File: config.mk
export PLATFORM = sky130hd
export DESIGN_NAME = bts_front
export DESIGN_NICKNAME = d
export VERILOG_FILES = /design/src/rtl/bilinear_texture_sampler_top_defines.svh /design/src/rtl/bts_pkg.sv /design/src/rtl/bts_front.sv
export SDC_FILE = /design/constraint.sdc
export NUM_CORES = 1
export LEC_CHECK = 0
export BUFFER_PORTS_ARGS = -buffer_cell sky130_fd_sc_hd__buf_2
export CORE_MARGIN = 3
export CORE_UTILIZATION = 60
export CTS_BUF_LIST = sky130_fd_sc_hd__clkbuf_4 sky130_fd_sc_hd__clkbuf_8
export DETAILED_ROUTE_END_ITERATION = 8
export PLACE_DENSITY = 0.83
export SLEW_MARGIN = 10
export SYNTH_ARGS = -nofsm -noshare
export SYNTH_HDL_FRONTEND = slang
export SYNTH_SLANG_ARGS = --single-unit
File: constraint.sdc
create_clock -name clk -period 6.9 [get_ports clk]
set_input_delay 0.345 -clock clk [delete_from_list [all_inputs] [get_ports clk]]
set_output_delay 0.345 -clock clk [all_outputs]
set_load 0.03 [all_outputs]
File: src/rtl/bilinear_texture_sampler_top_defines.svh
// Assertion macros for the texture sampler.
`ifndef BILINEAR_TEXTURE_SAMPLER_TOP_DEFINES_SVH
`define BILINEAR_TEXTURE_SAMPLER_TOP_DEFINES_SVH
`ifndef ASSERT_OFF
`define BTS_ASSERT(label, clk, rst, prop) \
  label: assert property (@(posedge clk) disable iff (rst) prop) else $error("%m: check failed");
`define BTS_ASSERT_RST(label, clk, prop) \
  label: assert property (@(posedge clk) prop) else $error("%m: check failed");
`else
`define BTS_ASSERT(label, clk, rst, prop)
`define BTS_ASSERT_RST(label, clk, prop)
`endif
`endif

File: src/rtl/bts_pkg.sv
package bts_pkg;

  typedef enum logic [1:0] {
    REQ_WRITE    = 2'd0,
    REQ_POINT    = 2'd1,
    REQ_BILINEAR = 2'd2,
    REQ_HLINEAR  = 2'd3
  } req_t;

  localparam int REG_WIDTH_IDX  = 0;
  localparam int REG_HEIGHT_IDX = 1;
  localparam int CFG_W          = 9;

  // Back-end sequencer states.
  typedef enum logic [2:0] {
    BK_IDLE,
    BK_FETCH,
    BK_BLEND_X,
    BK_BLEND_Y,
    BK_OUT
  } bk_state_t;

  // Per-channel truncating blend of two RGBA8 words.
  function automatic logic [31:0] blend4(input logic [31:0] a, input logic [31:0] b,
                                         input logic [15:0] w);
    logic [16:0] wa;
    logic [24:0] pa;
    logic [24:0] pb;
    logic [31:0] r;
    wa = 17'h10000 - {1'b0, w};
    r  = '0;
    for (int c = 0; c < 4; c++) begin
      pa = a[c*8 +: 8] * wa;
      pb = b[c*8 +: 8] * w;
      r[c*8 +: 8] = pa[23:16] + pb[23:16];
    end
    return r;
  endfunction

endpackage

File: src/rtl/bts_front.sv
// Front end: clamps coordinates, locates sample positions and queues one
// decoded command for the back end.
module bts_front #(
  parameter int XW = 8,
  parameter int YW = 8
) (
  input  logic                      clk,
  input  logic                      rst,
  input  logic                      in_valid,
  output logic                      in_ready,
  input  bts_pkg::req_t             req_type,
  input  logic signed [15:0]        pixel_x,
  input  logic signed [15:0]        pixel_y,
  input  logic [31:0]               sample_u,
  input  logic [31:0]               sample_v,
  input  logic [31:0]               in_color,
  input  logic [XW:0]               eff_w,
  input  logic [YW:0]               eff_h,
  output logic                      cmd_valid,
  input  logic                      cmd_ready,
  output bts_pkg::req_t             cmd_type,
  output logic [XW-1:0]             cmd_x0,
  output logic [XW-1:0]             cmd_x1,
  output logic [YW-1:0]             cmd_y0,
  output logic [YW-1:0]             cmd_y1,
  output logic [15:0]               cmd_wx,
  output logic [15:0]               cmd_wy,
  output logic [31:0]               cmd_color
);
  import bts_pkg::*;

  // Two-stage pipeline: stage A holds the product, stage B the command.
  logic              a_valid;
  req_t              a_type;
  logic [XW-1:0]     a_px;
  logic [YW-1:0]     a_py;
  logic [XW+16:0]    a_su;
  logic [YW+16:0]    a_sv;
  logic [31:0]       a_color;
  logic              a_ready;

  logic [XW-1:0]     px_c;
  logic [YW-1:0]     py_c;
  logic [XW-1:0]     wm1;
  logic [YW-1:0]     hm1;
  logic [XW+16:0]    su_pos;
  logic [YW+16:0]    sv_pos;
  logic [XW-1:0]     xi;
  logic [YW-1:0]     yi;
  logic [XW-1:0]     xi1;
  logic [YW-1:0]     yi1;

  assign wm1 = XW'(eff_w - 1'b1);
  assign hm1 = YW'(eff_h - 1'b1);

  // Clamp integer coordinates to the image.
  always_comb begin
    if (pixel_x < 0) begin
      px_c = '0;
    end else if ({1'b0, pixel_x[14:0]} > 16'(wm1)) begin
      px_c = wm1;
    end else begin
      px_c = XW'(pixel_x);
    end
    if (pixel_y < 0) begin
      py_c = '0;
    end else if ({1'b0, pixel_y[14:0]} > 16'(hm1)) begin
      py_c = hm1;
    end else begin
      py_c = YW'(pixel_y);
    end
  end

  assign a_ready  = !cmd_valid || cmd_ready;
  assign in_ready = !a_valid || a_ready;

  // Stage A: fraction times size.
  always_ff @(posedge clk) begin
    if (rst) begin
      a_valid <= 1'b0;
    end else if (in_ready) begin
      a_valid <= in_valid;
    end
    if (in_ready && in_valid) begin
      a_type  <= req_type;
      a_px    <= px_c;
      a_py    <= py_c;
      a_su    <= sample_u[15:0] * eff_w;
      a_sv    <= sample_v[15:0] * eff_h;
      a_color <= in_color;
    end
  end

  // Offset by half a texel and clamp to the edge.
  always_comb begin
    if (a_su < (XW+17)'(17'h8000)) begin
      su_pos = '0;
    end else begin
      su_pos = a_su - (XW+17)'(17'h8000);
    end
    if (su_pos > {1'b0, wm1, 16'h0}) begin
      su_pos = {1'b0, wm1, 16'h0};
    end
    if (a_sv < (YW+17)'(17'h8000)) begin
      sv_pos = '0;
    end else begin
      sv_pos = a_sv - (YW+17)'(17'h8000);
    end
    if (sv_pos > {1'b0, hm1, 16'h0}) begin
      sv_pos = {1'b0, hm1, 16'h0};
    end
    xi  = su_pos[XW+15:16];
    yi  = sv_pos[YW+15:16];
    xi1 = (xi == wm1) ? xi : XW'(xi + 1'b1);
    yi1 = (yi == hm1) ? yi : YW'(yi + 1'b1);
  end

  // Stage B: the command register that parts front and back.
  always_ff @(posedge clk) begin
    if (rst) begin
      cmd_valid <= 1'b0;
    end else if (a_ready) begin
      cmd_valid <= a_valid;
    end
    if (a_ready && a_valid) begin
      cmd_type  <= a_type;
      cmd_color <= a_color;
      unique case (a_type)
        REQ_WRITE, REQ_POINT: begin
          cmd_x0 <= a_px; cmd_x1 <= a_px; cmd_y0 <= a_py; cmd_y1 <= a_py;
          cmd_wx <= '0;   cmd_wy <= '0;
        end
        REQ_HLINEAR: begin
          cmd_x0 <= xi;   cmd_x1 <= xi1;  cmd_y0 <= a_py; cmd_y1 <= a_py;
          cmd_wx <= su_pos[15:0]; cmd_wy <= '0;
        end
        default: begin
          cmd_x0 <= xi;   cmd_x1 <= xi1;  cmd_y0 <= yi;   cmd_y1 <= yi1;
          cmd_wx <= su_pos[15:0]; cmd_wy <= sv_pos[15:0];
        end
      endcase
    end
  end
endmodule

==> results by group, run 1 <==
Worst hold path
  • Hold Path Depth: 1
  • Hold EP: a_color[28]
  • HP Start: in_color[28]
  • Worst hold path type: in -> reg

GRT
  • Gr ovfl total: 0
  • Vias in the first global route: ~14000
  • Largest net degree at the start of global routing: 75
  • Initial antenna violation count: 0
  • First-pass GRT wire length: 69230 um
  • Overall routing resource usage: 0.2597

Clocking
  • CTS Buf Count: 17
  • Clk sinks: 200
  • Htree depth: 4
  • Worst-path clk slew: approximately 0.10 ns
  • Post-CTS Setup Bufs: 0
  • Post-CTS sizing: 0
  • Root buffer cell: clkbuf_8
  • Hold Buf Count CTS: 30
  • Later-pin clock latency in the skew report: about 0.49 ns
  • Deepest clock path buffer count: 2
  • CTS tree: done

Setup path
  • CP Max Fanout: 21
  • Crit-path slowest cell: o311ai_0
  • Crit. End Element: flop
  • Critical path class: in -> reg
  • Crit path buf inv count: 4
  • Setup crit start kind: input pin
  • CP top delay family: adder cells
  • Top cell by count, worst path: fa_1
  • Launching point of the worst reg2reg path: a_sv[15]
  • Setup slack, reg-to-reg: between 1.5 and 2 ns
  • Worst path cell trace: buf_2, nand2_1, fa_1, inv_1, fa_1, fa_1, inv_1, fa_1, inv_1, ha_1, o21ai_0, a21oi_1, a21boi_0, nor4_1, o311ai_0, a211o_1, a21oi_1, xnor2_1
  • RR Endpoint: cmd_y1[6]
  • Worst path max stage delay: ~0.65 ns
  • Data required, critical path: ~7.2 ns
  • FF-to-FF path depth: 18
  • Critical Path AT: about 5.4 ns

Detailed routing
  • WL per Instance: between 15 and 20 um
  • Residual DRC: 0
  • Vias per inst: 5.632
  • First-pass detailed-route iteration total: 5
  • Total Wirelength: around 40000 um
  • Initial drt markers: 900
  • Remaining antenna violation count: 0
  • Vias: roughly 13000

STA
  • Setup TNS: 0 ns
  • Final Max Tran Viols: 0
  • Fmax: 193.3 MHz
  • Final number of setup-violating endpoints: 0
  • Worst-Margin Slew: ~1.0 ns
  • RSZ-0062 raised after global routing: false
  • Final Hold Vio Count: 0
  • Post-layout min period: between 5 and 6 ns
  • Slew Limit Headroom: 0.3055
  • Worst Skew: around 0.011 ns
  • Period utilization: 0.7498

Run
  • Max cap viols: 0

Cells and area
  • Area Overhead vs Synth: 11.74%
  • Final Cell Area: 0.02044 mm^2
  • Fillers: approximately 2200
  • Diodes inserted: 0
  • Layout cells sized above 1: 0.1614
  • Core Util, Final: 0.6842
  • Fin nets: between 2000 and 2500

Floorplan
  • Io pins: roughly 250
  • Die width: roughly 180 um
  • Core Area: ~0.030 mm^2
  • Die height: 180.6 um
  • Initial Util: 0.6123
  • Die area: 0.03262 mm^2
  • FP Rows: 63

Logic synthesis
  • Top cells by area, synth: edfxtp_1 (33%), fa_1 (22%), ha_1 (8.6%)
  • Post-synth top flop: edfxtp_1
  • Sequential element share of the synthesized area: 0.3272
  • Async S/R FF share, synth: 0
  • Post-Synthesis Cell Area: roughly 0.018 mm^2
  • Number of enable flip-flop cells after synthesis: approximately 200
  • Syn Nets: ~2200
  • Ys Warns: 0
  • Flops & latches, synth: 200
  • Synth top area share: 0.3250
  • Post-synthesis cell type count: 81
  • Synth Area per Inst: 10.52 um^2
  • Post-Syn Instances: between 1500 and 2000
  • Largest area contributor in the netlist: edfxtp_1

Power
  • Leakage power: approximately 0.0094 uW
  • Pwr dens: about 330 mW/mm^2
  • Worst vdd ir: 0.1865 mV

Placed design
  • Dpl hpwl: ~32000 um
  • GP Congestion: 0.9004
  • Dpl cell area: 0.01971 mm^2
  • Port Buf Inserts: ~220

Outcome
  • Status: finished, final reports clean
[kinds of logic after synthesis]
group,synth area share
flops,0.3272
simple gates,0.1790
buf+inv,0.07093
xor+xnor,0.03140
mux,0.02401
compound gates,0.06457
fa+ha+maj,0.3029
[where the power goes]
group          internal [uW]  total (uW)  switching (uW)
Clock                    344         791             447
Sequential              1730        1860             132
Combinational           1700        4000            2300
[synth_stat cells, types with 9 or more instances]
library cell	number
a211oi_1	11
a21o_1	12
a21oi_1	48
and2_1	211
and3_1	11
clkbuf_1	34
edfxtp_1	198
fa_1	198
ha_1	126
inv_1	287
mux2_2	15
mux2i_1	20
nand2_1	148
nand2b_1	13
nand3_1	16
nand4_1	11
nor2_1	65
nor2b_1	14
nor3_1	24
nor4_1	22
o21a_1	14
o21ai_0	38
or2_2	9
xnor2_1	49
xor2_1	14
[placed cells by master, fill, tap and decap left out, drive strengths merged, types with 11 or more instances in the layout]
master | netlist | final
nand2 | 149 | 149
clkbuf | 34 | 18
nand3 | 17 | 17
nand4 | 11 | 11
xnor2 | 49 | 49
buf | 14 | 224
and2 | 218 | 218
fa | 198 | 198
ha | 126 | 126
mux2 | 19 | 19
mux2i | 21 | 21
inv | 288 | 295
a21oi | 49 | 49
a21o | 12 | 12
o21a | 14 | 14
nor2b | 14 | 14
nor2 | 67 | 67
a211oi | 11 | 11
xor2 | 14 | 14
and3 | 11 | 11
edfxtp | 198 | 198
nor4 | 26 | 26
dlygate4sd3 | 0 | 30
nand2b | 14 | 14
o21ai | 42 | 42
nor3 | 29 | 29
[worst max-delay path by stage]
stage	cells after the start	end	startpoint	slack, ns
after CTS	18	a_sv[24]	eff_h[2]	1.87
final	18	a_sv[24]	eff_h[2]	1.73
after floorplan	2	cmd_color[0]	cmd_valid	1.38
after detailed placement	18	a_sv[24]	eff_h[2]	1.32
after global routing	19	a_sv[24]	eff_h[2]	1.43
after global placement	18	a_sv[24]	eff_h[2]	1.42
[state kept, by name, indices dropped and copies added (netlist names), 16 cells and up]
register,cells
a_color,32
a_su,25
a_sv,25
cmd_wx,16
cmd_wy,16
cmd_color,32
[stage by stage]
stage	hold slack [ns]	std cells	setup slack [ns]	power, uW
after floorplan	0.4003	1739	1.380	4961
after global placement	0.4012	2305	1.422	5670
after detailed placement	0.4045	2305	1.324	5822
after CTS	0.0009083	2367	1.870	6640
after global routing	0.01222	2367	1.427	7274
final	0.04562	2367	1.727	6652
[area by class of cell]
cell class / count / area (um^2) / share of cell area
Multi-Input combinational cell: 1203 / 11030 / 0.5395
Tap cell: 390 / 488.0 / 0.02387
Sequential cell: 200 / 5986 / 0.2928
Timing Repair Buffer: 254 / 1434 / 0.07015
Clock buffer: 18 / 241.5 / 0.01181
Clock inverter: 14 / 182.7 / 0.008937
Inverter: 288 / 1081 / 0.05289
[per-layer routing]
layer,routed length [um],share of wire,GRT usage
met1,17500,0.42,0.3463
met2,20420,0.50,0.4443
met3,2505,0.061,0.04118
met4,800,0.019,0.07553
met5,0,0,0
Note: power is estimated with default switching activity, not from simulation.
==> inputs of run 2 (changes only) <==
- CORE_UTILIZATION: 60 -> 55
- PLACE_DENSITY: 0.83 -> 0.8
- clock period: 6.9 -> 4.5 ns (I/O delays scaled with it)
==> results by group, run 2 (synthesis results as in run 1) <==
Run
  • Max cap viols: 0 (unchanged)

Placed design
  • Post-place setup slack: -0.3343 ns (was 1.324 ns)
  • Dpl cell area: 0.02115 mm^2 (was 0.01971 mm^2)
  • GP Congestion: 0.9073 (was 0.9004)
  • Port Buf Inserts: 219 (unchanged)
  • Dpl hpwl: 33780 um (was 31640 um)
  • Inst Count DP: 2519 (was 2305)

Cells and area
  • Most common cell after layout, fill and taps aside: inv_1 (unchanged)
  • Fillers: 2405 (was 2184)
  • Final Cell Area: 0.02207 mm^2 (was 0.02044 mm^2)
  • Register area: 0.005986 mm^2 (unchanged)
  • Layout cells sized above 1: 0.2441 (was 0.1614)
  • Area Overhead vs Synth: 20.64% (was 11.74%)
  • Fin nets: 2615 (was 2440)
  • Fin cells: 2597 (was 2367)
  • Multi-input logic area: 0.01127 mm^2 (was 0.01103 mm^2)
  • Commonest cells after routing, fill and taps aside: inv_1 (285), buf_2 (213), and2_1 (209) (was inv_1 (287), buf_2 (219), and2_1 (210))
  • Largest registers: a_color (32), cmd_color (32) (unchanged)

STA
  • Worst Skew: 0.02253 ns (was 0.01094 ns)
  • Setup TNS: 0 ns (unchanged)
  • Final Max Tran Viols: 0 (unchanged)
  • Period utilization: 0.9640
  • Hold_ws: 0.1154 ns (was 0.04562 ns)
  • Fmax: 230.5 MHz
  • Post-layout min period: about 4.3 ns
  • Final number of setup-violating endpoints: 0 (unchanged)
  • Worst-Margin Slew: 1.085 ns (was 1.042 ns)
  • Final Hold Vio Count: 0 (unchanged)
  • Slew Limit Headroom: 0.2704 (was 0.3055)
  • Final setup margin: 0.1619 ns (was 1.727 ns)

Setup path
  • Worst path cell trace: inv_2, ha_2, or3b_4, or3_1, a21oi_2, ha_1, a21o_1, a21o_1, a21oi_2, nand4b_1, o22ai_4, mux2_4, inv_1, ha_4, and3_1, nand4b_1, xor2_1, a21oi_1 (was buf_2, nand2_1, fa_1, inv_1, fa_1, fa_1, inv_1, fa_1, inv_1, ha_1, o21ai_0, a21oi_1, a21boi_0, nor4_1, o311ai_0, a211o_1, a21oi_1, xnor2_1)
  • Data required, critical path: 4.70 ns (was 7.15 ns)
  • Worst path max stage delay: 0.42 ns (was 0.65 ns)
  • CP Max Fanout: 3 (was 21)
  • Crit-path slowest cell: edfxtp_1 (was o311ai_0)
  • Critical path class: reg -> reg (was in -> reg)
  • Crit. End Element: flop (unchanged)
  • Setup crit start kind: flop (was input pin)
  • Critical Path AT: 4.54 ns (was 5.42 ns)

Detailed routing
  • Total Wirelength: 41750 um (was 41220 um)
  • Residual DRC: 0 (unchanged)
  • Initial drt markers: 872 (was 900)
  • Vias per inst: 5.303 (was 5.632)
  • Vias: 13770 (was 13330)
  • WL per Instance: 16.08 um (was 17.42 um)
  • First-pass detailed-route iteration total: 6 (was 5)
  • Remaining antenna violation count: 0 (unchanged)

GRT
  • Gr ovfl total: 0 (unchanged)
  • Overall routing resource usage: 0.2363 (was 0.2597)
  • Layer with the highest usage: met2 (unchanged)
  • First-pass GRT wire length: 68740 um (was 69230 um)
  • GR Util met3: 0.03702 (was 0.04118)
  • GR Layer Usage met1: 0.3054 (was 0.3463)
  • Largest net degree at the start of global routing: 72 (was 75)
  • GR Util met2: 0.4173 (was 0.4443)
  • Vias in the first global route: 14230 (was 13920)
  • Initial antenna violation count: 7 (was 0)

Floorplan
  • Die width: 188.4 um (was 180.6 um)
  • Core Area: 0.03262 mm^2 (was 0.02987 mm^2)
  • Die area: 0.03548 mm^2 (was 0.03262 mm^2)
  • Io pins: 252 (unchanged)
  • Initial Util: 0.5608 (was 0.6123)
  • FP Rows: 66 (was 63)
  • Die height: 188.4 um (was 180.6 um)

Worst hold path
  • Worst hold path type: in -> reg (unchanged)

Clocking
  • CTS Buf Count: 17 (unchanged)
  • Worst-path clk slew: 0.10 ns (about the same)
  • CTS tree: done (unchanged)
  • Deepest clock path buffer count: 2 (unchanged)
  • Htree depth: 4 (unchanged)
  • Later-pin clock latency in the skew report: 0.48 ns (was 0.49 ns)
  • Root buffer cell: clkbuf_8 (unchanged)
  • Clk sinks: 200 (unchanged)

Power
  • Worst vdd ir: 0.3266 mV (was 0.1865 mV)
  • Pwr dens: 525.8 mW/mm^2 (was 325.4 mW/mm^2)
  • Leakage power: 0.01023 uW (was 0.009361 uW)

Outcome
  • Status: finished, final reports clean (unchanged)
==> run 2: cell count changes in the layout (fill, tap and decap cells not counted), sizes merged <==
cell / previous run / this run
buf: 224 / 387
clkbuf: 18 / 24
dlygate4sd3: 30 / 36
diode: 0 / 4
bufinv: 2 / 0
clkinvlp: 2 / 0
inv: 295 / 297
clkinv: 3 / 4
==> run 2: final cells by class <==
cell class              instances  share of cell area
well taps                     442             0.02506
flip-flops and latches        200              0.2712
multi-input cells            1203              0.5109
clock inverters                13            0.005953
diodes                          4           0.0004536
clock buffers                  18             0.01094
repair buffers                429              0.1264
inverters                     288             0.04899
==> run 2: routing by layer <==
layer  wire (um)  part of all wire
met5          44            0.0011
met4         875             0.021
met3        2487             0.060
met2       21020              0.50
met1       17320              0.41
==> run 2: critical path, delay by kind of cell, from the launching register on <==
family | cells | cell delay [ns]
compound gates | 6 | 1.06
xor+xnor | 1 | 0.20
fa+ha+maj | 3 | 0.61
buf+inv | 2 | 0.19
flops | 1 | 0.42
mux | 1 | 0.33
simple gates | 5 | 1.27
==> run 2: repair_timing <==
item | in CTS | in global routing
endpoints found under the setup margin | 2 | 34
pin swaps | 0 | 9
endpoints found under the hold margin | 36 | 0
hold buffers | 36 | 0
setup buffers | 0 | 7
gates resized for setup | 4 | 26
==> run 2: where the power goes <==
part	switching [uW]	internal, uW
Clock	668	414
Combinational	3960	3710
Sequential	197	2650
Total	4830	6780
==> run 2: worst paths after layout <==
check / end / cells past startpoint / slack [ns] / startpoint
hold / removal: a_px[5] / 3 / 0.12 / pixel_x[5]
hold reg to reg: cmd_color[28] / 0 / 0.41 / a_color[28]
setup reg to reg: cmd_x1[6] / 18 / 0.16 / a_su[15]
setup / recovery: cmd_x1[6] / 18 / 0.16 / a_su[15]
==> run 2: per-stage QoR <==
step | util | power [uW]
5_1_grt | 0.6764 | 12660
2_1_floorplan | - | 7890
4_1_cts | 0.6712 | 11420
3_3_place_gp | 0.6483 | 9946
3_5_place_dp | 0.6483 | 10280
6_report | 0.6765 | 11600
==> inputs of run 3 (changes only) <==
- REMOVE_ABC_BUFFERS: not set -> 1
==> results by group, run 3 (synthesis results as in run 1) <==
Outcome
  • Status: finished, final reports clean (unchanged)

STA
  • Fmax: 226.5 MHz (was 230.5 MHz)
  • Final setup margin: 0.08522 ns (was 0.1619 ns)
  • Setup TNS: 0 ns (unchanged)
  • Period utilization: 0.9811 (was 0.9640)
  • Slew Limit Headroom: 0.3105 (was 0.2704)
  • Worst Skew: 0.01686 ns (was 0.02253 ns)
  • Worst-Margin Slew: 1.032 ns (was 1.085 ns)
  • Final Max Tran Viols: 0 (unchanged)
  • Post-layout min period: 4.415 ns (was 4.338 ns)
  • Final Hold Vio Count: 0 (unchanged)
  • Final number of setup-violating endpoints: 0 (unchanged)
  • Hold_ws: 0.06502 ns (was 0.1154 ns)

Detailed routing
  • Residual DRC: 0 (unchanged)
  • Vias: 13910 (was 13770)
  • Total Wirelength: 43850 um (was 41750 um)
  • Initial drt markers: 754 (was 872)
  • WL per Instance: 16.73 um (was 16.08 um)
  • Vias per inst: 5.306 (was 5.303)
  • First-pass detailed-route iteration total: 5 (was 6)
  • Remaining antenna violation count: 0 (unchanged)

Placed design
  • Port Buf Inserts: 219 (unchanged)
  • Dpl cell area: 0.02123 mm^2 (was 0.02115 mm^2)
  • Dpl hpwl: 35170 um (was 33780 um)
  • Post-place setup slack: -0.6664 ns (was -0.3343 ns)
  • GP Congestion: 0.9417 (was 0.9073)

Worst hold path
  • Hold EP: a_px[7] (was a_px[5])
  • Hold Path Depth: 3 (unchanged)
  • HP Start: pixel_x[7] (was pixel_x[5])
  • Worst hold path type: in -> reg (unchanged)

Setup path
  • Crit. End Element: flop (unchanged)
  • Setup crit start kind: input pin (was flop)
  • Setup slack, reg-to-reg: 0.16 ns (about the same)
  • Launching point of the worst reg2reg path: a_sv[15] (was a_su[15])
  • Data required, critical path: 4.76 ns (was 4.70 ns)
  • Critical Path AT: 4.68 ns (was 4.54 ns)
  • FF-to-FF path depth: 16 (was 18)
  • Critical path class: in -> reg (was reg -> reg)
  • RR Endpoint: cmd_y1[6] (was cmd_x1[6])
  • CP Max Fanout: 4 (was 3)

Floorplan
  • Die width: 188.4 um (unchanged)
  • FP Rows: 66 (unchanged)
  • Io pins: 252 (unchanged)
  • Die area: 0.03548 mm^2 (unchanged)
  • Initial Util: 0.5608 (unchanged)
  • Die height: 188.4 um (unchanged)
  • Core Area: 0.03262 mm^2 (unchanged)

Cells and area
  • Commonest cells after routing, fill and taps aside: inv_1 (286), buf_2 (214), and2_1 (210) (was inv_1 (285), buf_2 (213), and2_1 (209))
  • Final Cell Area: 0.02220 mm^2 (was 0.02207 mm^2)
  • Layout cells sized above 1: 0.2446 (was 0.2441)
  • Most common cell after layout, fill and taps aside: inv_1 (unchanged)
  • Largest registers: a_color (32), cmd_color (32) (unchanged)
  • Fin nets: 2642 (was 2615)
  • Area Overhead vs Synth: 21.37% (was 20.64%)
  • Diodes inserted: 0 (was 4)

Power
  • Pwr dens: 521.8 mW/mm^2 (was 525.8 mW/mm^2)
  • Leakage power: 0.01039 uW (was 0.01023 uW)
  • Worst vdd ir: 0.3424 mV (was 0.3266 mV)

GRT
  • Vias in the first global route: 14660 (was 14230)
  • Overall routing resource usage: 0.2484 (was 0.2363)
  • Initial antenna violation count: 1 (was 7)
  • First-pass GRT wire length: 71440 um (was 68740 um)
  • Gr ovfl total: 0 (unchanged)
  • Largest net degree at the start of global routing: 75 (was 72)

Run
  • Max cap viols: 0 (unchanged)

Clocking
  • Clk sinks: 200 (unchanged)
  • Worst-path clk slew: 0.11 ns (was 0.10 ns)
  • CTS tree: done (unchanged)
  • CTS Buf Count: 17 (unchanged)
  • Htree depth: 4 (unchanged)
  • Later-pin clock latency in the skew report: 0.50 ns (was 0.48 ns)
  • Root buffer cell: clkbuf_8 (unchanged)
  • Deepest clock path buffer count: 2 (unchanged)
## run 3: changes by cell type in the layout (fill, tap and decap cells not counted), moves of 3 or more
cell and change:
diode_2 -4, o21ai_2 -4, buf_4 +23, ha_4 -8, ha_1 +10, buf_12 +3
o21ai_1 +4, inv_6 -5
## run 3: layout make-up
class | instances | area, um^2
sequential | 200 | 5986
clock inverter | 15 | 165.2
timing repair buffer | 456 | 3032
tap | 442 | 553.0
inverter | 288 | 1081
clock buffer | 17 | 234.0
multi-input combinational | 1203 | 11150
fill | 2384 | 10420
## run 3: how the worst max path moves through the flow
stage | start | end
floorplan | cmd_valid | cmd_color[0]
global placement | eff_w[0] | a_su[24]
detailed placement | eff_w[0] | a_su[24]
CTS | a_sv[15] | cmd_y1[6]
global route | a_sv[15] | cmd_y1[6]
finish | sample_v[2] | a_sv[24]
## run 3: critical path, cell delays in order
cell	delay, ns
buf_2	0.13
and2_1	0.17
fa_1	0.51
fa_1	0.53
fa_1	0.55
inv_1	0.06
fa_1	0.53
inv_1	0.05
ha_1	0.23
buf_4	0.16
nor4_1	0.27
a21boi_1	0.13
nor4_2	0.36
o311ai_2	0.20
a211o_1	0.31
a21oi_2	0.18
xnor2_1	0.08
## run 3: power by group
part,internal [uW],leakage [uW],switching [uW]
Clock,462,0.000200,706
Combinational,3610,0.00828,3930
Sequential,2650,0.00191,224
Total,6720,0.0104,4860
## run 3: through the flow
stage                     utilization  std cells  power [uW]
after floorplan                     -       1691        7539
after detailed placement       0.6510       2545       10080
after CTS                      0.6748       2613       11320
final                          0.6806       2621       11580
after global routing           0.6806       2621       12620
after global placement         0.6510       2545        9797
## run 3: routing by layer
| layer | up-vias | track usage | wire length [um] | share of wire |
|---|---|---|---|---|
| met3 | 104 | 0.04335 | 2604 | 0.059 |
| li1 | 6572 | - | - | - |
| met1 | 6814 | 0.3060 | 17790 | 0.41 |
| met4 | 0 | 0.09768 | 1503 | 0.034 |
| met2 | 418 | 0.4375 | 21950 | 0.50 |
| met5 | - | 0 | 0 | 0 |
## run 3: timing repair
| item | in CTS | in global routing |
|---|---|---|
| gates resized for setup | 5 | 37 |
| pin swaps | 0 | 4 |
| endpoints found under the hold margin | 36 | 0 |
| hold buffers | 36 | 0 |
| setup buffers | 0 | 8 |
| setup endpoints to repair | 3 | 27 |
